### src/hw/rtl/cotp_pkg.sv
package cotp_pkg;

    // default depth of the option payload store
    localparam int unsigned MAX_OPTION_PAYLOAD_DEF = 22;

    // payload bytes that the field decode looks at (largest fixed option size)
    localparam int unsigned DEC_BYTES = 22;

    // result queue depth and its index widths
    localparam int unsigned RQ_DEPTH = 4;
    localparam int unsigned RQ_AW    = $clog2(RQ_DEPTH);
    localparam int unsigned RQ_CW    = $clog2(RQ_DEPTH + 1);

    // option type codes
    localparam logic [7:0] OPT_MTU   = 8'd1;
    localparam logic [7:0] OPT_FLUSH = 8'd2;
    localparam logic [7:0] OPT_QOS   = 8'd3;
    localparam logic [7:0] OPT_RFC   = 8'd4;
    localparam logic [7:0] OPT_FCS   = 8'd5;
    localparam logic [7:0] OPT_EFS   = 8'd6;
    localparam logic [7:0] OPT_EWS   = 8'd7;

    // fixed payload sizes of the known options
    localparam logic [7:0] SZ_MTU   = 8'd2;
    localparam logic [7:0] SZ_FLUSH = 8'd2;
    localparam logic [7:0] SZ_QOS   = 8'd22;
    localparam logic [7:0] SZ_RFC   = 8'd9;
    localparam logic [7:0] SZ_FCS   = 8'd1;
    localparam logic [7:0] SZ_EFS   = 8'd16;
    localparam logic [7:0] SZ_EWS   = 8'd2;

    typedef enum logic [1:0] {
        PH_TYPE = 2'd0,
        PH_LEN  = 2'd1,
        PH_DATA = 2'd2,
        PH_SKIP = 2'd3
    } t_phase;

    typedef enum logic [1:0] {
        EV_OPTION  = 2'd0,
        EV_UNKNOWN = 2'd1,
        EV_DONE    = 2'd2,
        EV_TRUNC   = 2'd3
    } t_event;

    typedef struct packed {
        logic [1:0]  event_res;
        logic [7:0]  raw_type;
        logic [7:0]  byte_a;
        logic [7:0]  byte_b;
        logic [7:0]  byte_c;
        logic [31:0] word_0;
        logic [31:0] word_1;
        logic [31:0] word_2;
        logic [31:0] word_3;
        logic [31:0] word_4;
        logic        run_last;
    } t_result;

    // up to two results per input byte: option or unknown first, end event second
    typedef struct packed {
        logic    prim_valid;
        logic    end_valid;
        t_result prim;
        t_result fin;
    } t_push;

    // zero means not a known option
    function automatic logic [7:0] fixed_size(input logic [7:0] t);
        logic [7:0] s;
        case (t)
            OPT_MTU:   s = SZ_MTU;
            OPT_FLUSH: s = SZ_FLUSH;
            OPT_QOS:   s = SZ_QOS;
            OPT_RFC:   s = SZ_RFC;
            OPT_FCS:   s = SZ_FCS;
            OPT_EFS:   s = SZ_EFS;
            OPT_EWS:   s = SZ_EWS;
            default:   s = 8'd0;
        endcase
        return s;
    endfunction

endpackage

### src/hw/rtl/config_option_tlv_parser.sv
// results: those of a taken byte are registered into the result queue before they reach the master
// side; a second result from the same byte is written in the same cycle and follows the first
// throughput: one byte per cycle; the slave side stalls only while the 4-entry result queue
// has fewer than two free slots (the most one byte can produce)
// reset: i_rst_n synchronous, active low; clears the parse state and empties the queue,
// the payload store is not cleared
module config_option_tlv_parser #(
    parameter int unsigned MAX_OPTION_PAYLOAD = cotp_pkg::MAX_OPTION_PAYLOAD_DEF
) (
    input  logic         i_clk,
    input  logic         i_rst_n,
    // byte stream in
    input  logic         i_s_tvalid,
    output logic         o_s_tready,
    input  logic [7:0]   i_s_tdata,   // [7:0] data_byte
    input  logic         i_s_tlast,   // block_end
    // result stream out
    output logic         o_m_tvalid,
    input  logic         i_m_tready,
    output logic [191:0] o_m_tdata,   // raw_type, byte_a, byte_b, byte_c,
                                      // word_0, word_1, word_2, word_3, word_4
    output logic [1:0]   o_m_tuser,   // [1:0] event_res
    output logic         o_m_tlast    // run_last
);

    cotp_pkg::t_push   push;
    cotp_pkg::t_result head;
    logic              in_fire;
    logic              space;

    // a byte is taken whenever the queue can hold both possible results
    assign o_s_tready = space;
    assign in_fire    = i_s_tvalid && space;

    // parse state, payload store and field decode; results land straight in the queue
    cotp_parser #(
        .MAX_OPTION_PAYLOAD (MAX_OPTION_PAYLOAD)
    ) u_parser (
        .i_clk   (i_clk),
        .i_rst_n (i_rst_n),
        .i_fire  (in_fire),
        .i_byte  (i_s_tdata),
        .i_end   (i_s_tlast),
        .o_push  (push)
    );

    // result queue decouples the two sides
    cotp_res_queue u_queue (
        .i_clk   (i_clk),
        .i_rst_n (i_rst_n),
        .i_push  (push),
        .i_pop   (i_m_tready),
        .o_space (space),
        .o_valid (o_m_tvalid),
        .o_head  (head)
    );

    // pack the result word, first field lowest
    assign o_m_tdata = {head.word_4, head.word_3, head.word_2, head.word_1, head.word_0,
                        head.byte_c, head.byte_b, head.byte_a, head.raw_type};
    assign o_m_tuser = head.event_res;
    assign o_m_tlast = head.run_last;

endmodule

### src/hw/rtl/cotp_parser.sv
module cotp_parser #(
    parameter int unsigned MAX_OPTION_PAYLOAD = cotp_pkg::MAX_OPTION_PAYLOAD_DEF
) (
    input  logic            i_clk,
    input  logic            i_rst_n,
    input  logic            i_fire,
    input  logic [7:0]      i_byte,
    input  logic            i_end,
    output cotp_pkg::t_push o_push
);

    localparam int unsigned IDXW = $clog2(MAX_OPTION_PAYLOAD);

    cotp_pkg::t_phase r_phase, n_phase;
    logic [7:0] r_type, n_type;
    logic [7:0] r_len, n_len;
    logic [7:0] r_count, n_count;
    logic       r_discard, n_discard;

    logic [7:0] r_store [MAX_OPTION_PAYLOAD];
    logic       store_we;

    logic [7:0] m [cotp_pkg::DEC_BYTES];
    logic [7:0] sz;
    logic [7:0] cnt_inc;
    cotp_pkg::t_result opt_res;

    always_ff @(posedge i_clk) begin
        if (!i_rst_n) begin
            r_phase   <= cotp_pkg::PH_TYPE;
            r_type    <= '0;
            r_len     <= '0;
            r_count   <= '0;
            r_discard <= 1'b0;
        end else begin
            r_phase   <= n_phase;
            r_type    <= n_type;
            r_len     <= n_len;
            r_count   <= n_count;
            r_discard <= n_discard;
        end
    end

    always_ff @(posedge i_clk) begin
        if (store_we) begin
            r_store[r_count[IDXW-1:0]] <= i_byte;
        end
    end

    // store contents with the byte arriving now merged in
    always_comb begin
        for (int i = 0; i < int'(cotp_pkg::DEC_BYTES); i++) begin
            m[i] = (r_count == 8'(i)) ? i_byte : r_store[i];
        end
    end

    // little-endian field decode of a complete option
    always_comb begin
        opt_res           = '0;
        opt_res.event_res = cotp_pkg::EV_OPTION;
        opt_res.raw_type  = r_type;
        case (r_type)
            cotp_pkg::OPT_MTU, cotp_pkg::OPT_FLUSH, cotp_pkg::OPT_EWS: begin
                opt_res.word_0 = {16'd0, m[1], m[0]};
            end
            cotp_pkg::OPT_QOS: begin
                // first byte holds flags and is not reported
                opt_res.byte_a = m[1];
                opt_res.word_0 = {m[5], m[4], m[3], m[2]};
                opt_res.word_1 = {m[9], m[8], m[7], m[6]};
                opt_res.word_2 = {m[13], m[12], m[11], m[10]};
                opt_res.word_3 = {m[17], m[16], m[15], m[14]};
                opt_res.word_4 = {m[21], m[20], m[19], m[18]};
            end
            cotp_pkg::OPT_RFC: begin
                opt_res.byte_a = m[0];
                opt_res.byte_b = m[1];
                opt_res.byte_c = m[2];
                opt_res.word_0 = {16'd0, m[4], m[3]};
                opt_res.word_1 = {16'd0, m[6], m[5]};
                opt_res.word_2 = {16'd0, m[8], m[7]};
            end
            cotp_pkg::OPT_FCS: begin
                opt_res.byte_a = m[0];
            end
            cotp_pkg::OPT_EFS: begin
                opt_res.byte_a = m[0];
                opt_res.byte_b = m[1];
                opt_res.word_0 = {16'd0, m[3], m[2]};
                opt_res.word_1 = {m[7], m[6], m[5], m[4]};
                opt_res.word_2 = {m[11], m[10], m[9], m[8]};
                opt_res.word_3 = {m[15], m[14], m[13], m[12]};
            end
            default: begin
                opt_res.raw_type = r_type;
            end
        endcase
    end

    always_comb begin
        n_phase   = r_phase;
        n_type    = r_type;
        n_len     = r_len;
        n_count   = r_count;
        n_discard = r_discard;
        store_we  = 1'b0;
        sz        = cotp_pkg::fixed_size(r_type);
        cnt_inc   = r_count + 8'd1;
        o_push    = '0;

        if (i_fire) begin
            if (!r_discard) begin
                case (r_phase)
                    cotp_pkg::PH_TYPE: begin
                        n_type  = i_byte;
                        n_phase = cotp_pkg::PH_LEN;
                    end
                    cotp_pkg::PH_LEN: begin
                        n_len   = i_byte;
                        n_count = '0;
                        if (sz == 8'd0) begin
                            o_push.prim_valid         = 1'b1;
                            o_push.prim.event_res     = cotp_pkg::EV_UNKNOWN;
                            o_push.prim.raw_type      = r_type;
                            n_phase = (i_byte == 8'd0) ? cotp_pkg::PH_TYPE
                                                       : cotp_pkg::PH_SKIP;
                        end else if (i_byte != sz) begin
                            n_discard = 1'b1;
                        end else begin
                            n_phase = cotp_pkg::PH_DATA;
                        end
                    end
                    cotp_pkg::PH_DATA: begin
                        store_we = (r_count < 8'(MAX_OPTION_PAYLOAD));
                        n_count  = cnt_inc;
                        if (cnt_inc >= r_len) begin
                            o_push.prim_valid = 1'b1;
                            o_push.prim       = opt_res;
                            n_phase           = cotp_pkg::PH_TYPE;
                        end
                    end
                    default: begin
                        n_count = cnt_inc;
                        if (cnt_inc >= r_len) begin
                            n_phase = cotp_pkg::PH_TYPE;
                        end
                    end
                endcase
            end

            o_push.prim.run_last = !i_end;

            if (i_end) begin
                o_push.end_valid     = 1'b1;
                o_push.fin.event_res = (n_discard || n_phase != cotp_pkg::PH_TYPE)
                                       ? cotp_pkg::EV_TRUNC : cotp_pkg::EV_DONE;
                o_push.fin.run_last  = 1'b1;
                n_phase   = cotp_pkg::PH_TYPE;
                n_type    = '0;
                n_len     = '0;
                n_count   = '0;
                n_discard = 1'b0;
            end
        end
    end

endmodule

### src/hw/rtl/cotp_res_queue.sv
module cotp_res_queue (
    input  logic              i_clk,
    input  logic              i_rst_n,
    input  cotp_pkg::t_push   i_push,
    input  logic              i_pop,
    output logic              o_space,
    output logic              o_valid,
    output cotp_pkg::t_result o_head
);

    localparam int unsigned AW = cotp_pkg::RQ_AW;
    localparam int unsigned CW = cotp_pkg::RQ_CW;

    cotp_pkg::t_result r_mem [cotp_pkg::RQ_DEPTH];
    logic [AW-1:0] r_wr, n_wr;
    logic [AW-1:0] r_rd, n_rd;
    logic [CW-1:0] r_count, n_count;
    logic [CW-1:0] nwr;
    logic          pop_ok;

    assign o_valid = (r_count != '0);
    assign o_head  = r_mem[r_rd];
    // room for the two results one byte can produce
    assign o_space = (r_count <= CW'(cotp_pkg::RQ_DEPTH - 2));
    assign pop_ok  = i_pop && o_valid;

    always_comb begin
        nwr     = CW'(i_push.prim_valid) + CW'(i_push.end_valid);
        n_wr    = r_wr + AW'(nwr);
        n_rd    = r_rd + AW'(pop_ok);
        n_count = r_count + nwr - CW'(pop_ok);
    end

    always_ff @(posedge i_clk) begin
        if (!i_rst_n) begin
            r_wr    <= '0;
            r_rd    <= '0;
            r_count <= '0;
        end else begin
            r_wr    <= n_wr;
            r_rd    <= n_rd;
            r_count <= n_count;
        end
    end

    always_ff @(posedge i_clk) begin
        if (i_push.prim_valid) begin
            r_mem[r_wr] <= i_push.prim;
            if (i_push.end_valid) begin
                r_mem[r_wr + AW'(1)] <= i_push.fin;
            end
        end else if (i_push.end_valid) begin
            r_mem[r_wr] <= i_push.fin;
        end
    end

    a_no_overflow: assert property (@(posedge i_clk) disable iff (!i_rst_n)
        r_count <= CW'(cotp_pkg::RQ_DEPTH))
        else $error("result queue overflow");

    a_push_has_room: assert property (@(posedge i_clk) disable iff (!i_rst_n)
        (i_push.prim_valid || i_push.end_valid) |-> r_count <= CW'(cotp_pkg::RQ_DEPTH - 2))
        else $error("result pushed without room for two");

    a_double_push: assert property (@(posedge i_clk) disable iff (!i_rst_n)
        (i_push.prim_valid && i_push.end_valid && !pop_ok)
        |=> r_count == $past(r_count) + CW'(2))
        else $error("double push lost an entry");

endmodule

### config.mk
export PLATFORM = sky130hd
export DESIGN_NAME = config_option_tlv_parser
export DESIGN_NICKNAME = d
export VERILOG_FILES = /design/src/hw/rtl/cotp_pkg.sv /design/src/hw/rtl/config_option_tlv_parser.sv /design/src/hw/rtl/cotp_parser.sv /design/src/hw/rtl/cotp_res_queue.sv
export SDC_FILE = /design/constraint.sdc
export NUM_CORES = 2
export LEC_CHECK = 0
export BUFFER_PORTS_ARGS = -buffer_cell sky130_fd_sc_hd__clkbuf_2
export CORE_MARGIN = 1.5
export CORE_UTILIZATION = 65
export CTS_CLUSTER_DIAMETER = 50
export DETAILED_ROUTE_END_ITERATION = 8
export GPL_TIMING_DRIVEN = 0
export PLACE_DENSITY_LB_ADDON = 0.08
export RECOVER_POWER = 25
export SYNTH_ARGS = -nofsm -noshare
export SYNTH_HDL_FRONTEND = slang
export SYNTH_SLANG_ARGS = --single-unit
### constraint.sdc
create_clock -name i_clk -period 7.75 [get_ports i_clk]
set_clock_uncertainty 0.05 [all_clocks]
set_input_delay 0.3875 -clock i_clk [delete_from_list [all_inputs] [get_ports i_clk]]
set_output_delay 0.3875 -clock i_clk [all_outputs]
set_load 0.02 [all_outputs]
# --- Word level (Yosys, flattened, before mapping) ---
# Memories as Yosys holds them, arrays and structs flattened. A register that Yosys moved wholly into a read port is not among the register bits.
# Cells that the tools add are included.
totals:
  register_bits: 34
  mem_bits_rw: 956
  memories: 2
op_classes:
  n_addsub: 7
  n_lt_le_gt_ge: 3
  n_eq_ne: 33
  n_mux: 81
  bitwise: 1
  reduce_logical: 18
mem_list:
  columns: ["memory", "words", "width", "rd", "rd_ports_with_merged_regs", "write_ports", "line", "rtl"]
  rows:
  - ["u_queue.r_mem", 4, 195, 1, 1, 2, "cotp_res_queue.sv:14", "cotp_pkg::t_result r_mem [cotp_pkg::RQ_DEPTH];"]
  - ["u_parser.r_store", 22, 8, 22, 0, 1, "cotp_parser.sv:20", "logic [7:0] r_store [MAX_OPTION_PAYLOAD];"]
ops:
  columns: ["cell", "n"]
  rows:
  - ["$mux 195", 2]
  - ["$mux 8", 32]
  - ["$mux 199", 1]
  - ["$mux 193", 1]
  - ["$pmux 64 s3", 1]
  - ["$mux 185", 1]
  - ["$pmux 32 s4", 1]
  - ["$eq 8x3->1 const B", 8]
  - ["$eq 8x4->1 const B", 8]
  - ["$pmux 32 s2", 1]
  - ["$eq 8x5->1 const B", 6]
  - ["$eq 8x2->1 const B", 4]
  - ["$mux 32", 1]
  - ["$pmux 8 s2", 2]
  - ["$pmux 5 s5", 1]
  - ["$logic_not 8->1", 3]
  - ["$mux 1", 24]
  - ["$mux 2", 9]
  - ["$pmux 9 s2", 1]
  - ["$eq 8x1->1 const B", 2]
  - ["$mux 9", 1]
  - ["$reduce_and 3->1", 3]
  - ["$add 8x1->8 const B", 1]
  - ["$ge 8x8->1", 1]
  - ["other kinds (23)", 28]

# --- Depth between registers and ports, before layout ---
depth:
  ltp_word: 18
  ltp_mapped: 20
  mapped_depth_nobuf: 18

# --- Hierarchy ---
# From an unflattened synthesis, not the netlist that was laid out.
hier_totals:
  hier_cells: 3233
  area_unflattened_um2: 51130.3
modules_own_cells:
  columns: ["mod", "n_inst", "cells_each", "area_per_inst_um2"]
  rows:
  - ["cotp_res_queue", 1, 1938, 37918.9]
  - ["cotp_parser", 1, 1294, 13205.2]
  - ["config_option_tlv_parser", 1, 1, 6.3]

# --- Least setup slack after synthesis ---
# No wires, ideal clock.
synth_path:
  path_type: "register to register"
  start: "register u_parser.r_count[4]"
  end: "memory u_queue.r_mem[1][124] (netlist name)"
  setup_time_ns: 0.127
  t_arrival_ns: 4.859
  required_ns: 7.573
  slack_ns: 2.715
  stages_incl_launch_ff: 21
  path_buffers: 4
  synth_period_minus_slack_ns: 5.035
  cell_sequence: "dfxtp_1 > clkbuf_1 > inv_1 > nor4_1 > nand3_1 > xnor2_1 > ha_1 > and3_1 > a221o_1 > a41oi_1 > nor2b_1 > o211ai_1 > ha_1 > or2_2 > clkbuf_1 > or2_2 > clkbuf_1 > clkbuf_1 > nor2_1 > a21oi_1 > o21ai_0"
synth_rtl:
  columns: ["element", "line", "rtl"]
  rows:
  - ["start, declared", "cotp_parser.sv:17", "logic [7:0] r_count, n_count;"]
  - ["start signal, assigned", "cotp_parser.sv:39", "r_count <= n_count;"]
  - ["end, declared", "cotp_res_queue.sv:14", null]

==> summary.log <==
INFO  synth          ys_ff_latch=990
INFO  worst_setup_path cp.arrival=7.98ns
INFO  pwr            p_leak=16.83nW
INFO  cts            clockBufferDepth=3
INFO  cells_and_area flow.area_growth_from_synthesis=13.90%
INFO  synth          netlist_top_cells_area=sky130_fd_sc_hd__dfxtp_1, sky130_fd_sc_hd__edfxtp_1, sky130_fd_sc_hd__mux4_2, sky130_fd_sc_hd__o21ai_0, sky130_fd_sc_hd__nand2_1
INFO  pwr            largest_voltage_drop_on_the_vdd_net=232.7uV
INFO  die            dieArea=62,570um2
INFO  worst_setup_path path_cells=clkbuf_1 -> inv_1 -> nor4_1 -> nand3_1 -> xnor2_1 -> ha_1 -> and3_1 -> a41oi_1 -> nor2b_1 -> o211ai_1 -> buf_4 -> ha_1 -> nand2b_1 -> nand2b_1 -> clkbuf_1 -> nor2_1 -> nand2_1 -> clkbuf_2 -> o21ai_0
INFO  worst_setup_path critical_path_peak_fanout=12
INFO  synth          count_of_different_cell_masters_after_synthesis=64
INFO  die            die_height=250.1um
INFO  sta            timing.max_slew.rel_slack=-48.22%
INFO  die            design.core.area=60,360um2
INFO  drt            via_per_inst=6.833
INFO  worst_hold_path hold_path_class=in -> reg
INFO  sta            holdWs=0.2127ns
INFO  cts            clk_transition_reported_paths=0.06ns
INFO  pwr            combPwrFrac=12.8%
INFO  cells_and_area stdcell_area=45,220um2
INFO  die            floorplan.die.width=250.1um
INFO  grt            global_route.usage.total=42.42%
INFO  sta            report.final.hold_viol_count=0
INFO  cts            cts.htree.levels=3
INFO  drt            drt_iter0_drc=4,051
INFO  synth          synth_sequential_area_ratio=54.66%
INFO  cts            clk_root_buffer_cell=sky130_fd_sc_hd__clkbuf_16
INFO  drt            route.detailed.wl_per_inst=28.02um
INFO  placement      gp_congestion=1.031
INFO  drt            number_of_detailed_route_iterations_in_the_first_pass=7
INFO  sta            maxSlewViolCount=227
INFO  worst_setup_path crit_family=simple AND/OR/NAND/NOR gates
INFO  cells_and_area layout.filler_cells=3,952
INFO  drt            detailroute.via_count=32.87k
INFO  pwr            powerDensity=262.5nW/um2
INFO  synth          synth_common_cells=sky130_fd_sc_hd__dfxtp_1, sky130_fd_sc_hd__nand2_1, sky130_fd_sc_hd__o21ai_0
INFO  sta            timing_worst_slew_pin_value=2.223ns
INFO  worst_setup_path end_kind=flip-flop
INFO  cts            clock_latency=0.68ns
INFO  cts            cts_tree=yes
INFO  synth          synth-edff-count=188
INFO  cts            clock-sinks=990
INFO  sta            totalNegativeSetupSlack=0ns
INFO  worst_setup_path r2r_slack=0.31ns
INFO  cts            cts_inserted_buffers=102
INFO  synth          synth_largest_type_area_fraction=40.44%
INFO  cells_and_area final_nets=3,977
INFO  status         failed_checks=capacitance limit, slew limit
INFO  worst_setup_path worstSetupPathType=reg -> reg
INFO  synth          synth_most_common_cell=sky130_fd_sc_hd__dfxtp_1
INFO  synth          netlist_instances=3,625
INFO  sta            timing.final.ws_setup=0.3119ns
INFO  sta            finalSetupViolCount=0
INFO  placement      dpl_cell_area=41,730um2
INFO  sta            period_share=95.98%
INFO  worst_setup_path critPathRequiredTime=8.30ns
INFO  grt            pin_count_of_the_biggest_net_entering_global_routing=30
INFO  drt            drtAntennaViolNets=0
INFO  die            std_cell_rows=90
INFO  synth          synth_top_area_cell=sky130_fd_sc_hd__dfxtp_1
INFO  worst_setup_path number_of_buffer_and_inverter_instances_along_the_worst_setup_path=5
INFO  cells_and_area final_core_utilization=74.92%
INFO  sta            fmaxAchievable=0.1344GHz
INFO  pwr            pwr-share-clk=42.6%
INFO  drt            drcViolationCount=0
INFO  status         status=finished, violations left
INFO  synth          per_instance_average_area_after_synthesis=10.95um2
INFO  job            maxCapViolCount=11
INFO  grt            vias_in_the_first_global_route=32.05k
INFO  die            top_level_port_count=210
INFO  synth          postSynthNetCount=3,663
INFO  grt            grt_antenna_before_repair=5
INFO  cells_and_area post_route_cells_drive_above_1_share=15.60%
INFO  drt            routed_wire_length=134,800um
INFO  synth          synth_flop_cell=sky130_fd_sc_hd__dfxtp_1
INFO  worst_setup_path timing.reg2reg.worst_path_depth=19
INFO  placement      post-dp-hpwl=94,630um
INFO  placement      place_ws=-0.1306ns
INFO  worst_hold_path whs_path_depth=4
INFO  synth          yosysWarnings=0
INFO  pwr            power.net_switching=3.255mW
INFO  synth          postSynth.asyncResetShare=0%
INFO  grt            global_route_wire_length_before_repair=198,700um
INFO  pwr            intPower=8.615mW
INFO  synth          synth.cell_area=39,700um2
INFO  worst_setup_path critPathSlowestCell=sky130_fd_sc_hd__nor2_1
INFO  grt            overflow=0
INFO  sta            final_period_demand_of_the_worst_path=7.438ns
INFO  die            floorplan.initialDensity=65.78%
INFO  worst_setup_path crit_path_start_kind=flip-flop
INFO  worst_setup_path critical_path_depth=19
INFO  pwr            seq_power_share=44.6%
INFO  placement      io_buffer_count=208
INFO  pwr            power_switching_share=27.42%
INFO  worst_setup_path timing.critical_path.slowest_cell_delay=1.08ns
-- tightest hold or removal path, cell delays in order --
cell	delay, ns
sky130_fd_sc_hd__clkbuf_2	0.08
sky130_fd_sc_hd__and2_0	0.19
sky130_fd_sc_hd__ha_1	0.14
sky130_fd_sc_hd__and2_1	0.11
-- placed cells by master (no fill, tap or decap), types with 29 or more instances in the layout --
| cell type | instances |
|---|---|
| sky130_fd_sc_hd__dfxtp_1 | 802 |
| sky130_fd_sc_hd__nand2_1 | 633 |
| sky130_fd_sc_hd__o21ai_0 | 528 |
| sky130_fd_sc_hd__clkbuf_1 | 266 |
| sky130_fd_sc_hd__a22o_1 | 237 |
| sky130_fd_sc_hd__clkbuf_2 | 203 |
| sky130_fd_sc_hd__mux4_2 | 195 |
| sky130_fd_sc_hd__edfxtp_1 | 188 |
| sky130_fd_sc_hd__mux2i_1 | 166 |
| sky130_fd_sc_hd__nor2_1 | 110 |
| sky130_fd_sc_hd__clkbuf_16 | 105 |
| sky130_fd_sc_hd__o22ai_1 | 88 |
| sky130_fd_sc_hd__a21oi_1 | 41 |
| sky130_fd_sc_hd__nor2b_1 | 29 |
-- stage by stage --
| stage | instances | power, mW |
|---|---|---|
| floorplan | 3625 | 6.355 |
| global placement | 4615 | 6.868 |
| detailed placement | 4615 | 6.883 |
| CTS | 4807 | 11.81 |
| global route | 4809 | 12.11 |
| finish | 4810 | 11.87 |
-- power by group through the flow --
stage	logic (mW)	registers [mW]	clock network (mW)
detailed placement	1.47	5.41	0
finish	1.51	5.30	5.06
CTS	1.48	5.30	5.03
global placement	1.46	5.41	0
global route	1.58	5.30	5.24
floorplan	0.954	5.40	0
-- cells by family (layout without fill, tap and decap cells) --
| kind of cell | Yosys count | after routing | share of synthesized area [%] |
|---|---|---|---|
| adders and majority gates | 26 | 26 | 0.8320 |
| buffers and inverters | 321 | 722 | 3.186 |
| other | 0 | 2 | 0 |
| xor gates and xnor gates | 13 | 13 | 0.2868 |
| DFF | 990 | 990 | 54.66 |
| AOI/OAI and AO/OA | 1020 | 1020 | 16.31 |
| muxes | 366 | 366 | 15.39 |
| and+or+nand+nor | 889 | 889 | 9.341 |
-- metal layers --
metal / GRT usage [%] / wire length, um
met4: 22.10 / 7676
met3: 10.54 / 16240
met2: 65.17 / 60900
met1: 56.01 / 49970
met5: 0 / 0
-- sequential cells by signal, indices dropped and copies added, names as in the netlist --
register            cells
u_parser.r_count        8
u_parser.r_discard      1
u_parser.r_len          8
u_parser.r_phase        2
u_parser.r_store      176
u_parser.r_type         8
u_queue.r_count         3
u_queue.r_mem         780
u_queue.r_rd            2
u_queue.r_wr            2
-- timing repair --
action | in CTS | in global routing
hold endpoints to repair | 3 | 0
hold buffers | 1 | 0
setup buffers | 0 | 3
gates resized for setup | 3 | 1
pin swaps | 0 | 1
setup endpoints to repair | 30 | 164
-- path summary, 6_finish.rpt --
path / from / end
setup reg to reg: u_parser.r_count[4] / u_queue.r_mem[1][30]
setup / recovery: u_parser.r_count[4] / u_queue.r_mem[1][30]
hold / removal: i_m_tready / u_queue.r_rd[0]
hold reg to reg: u_queue.r_mem[1][36] / u_queue.r_mem[1][36]
-- cell type report --
type                    count  area [um2]  share of cell area (%)
multi-input cells        2314       16740                   37.02
flip-flops and latches    990       21700                   47.99
well taps                 782       978.4                   2.164
inverters                  29       108.9                  0.2407
diodes                      2       5.005                 0.01107
clock buffers             142        2957                   6.538
repair buffers            213        1066                   2.357
clock inverters            49       515.5                   1.140
plain buffers             289        1150                   2.543
Note: power is estimated with default switching activity, not from simulation.
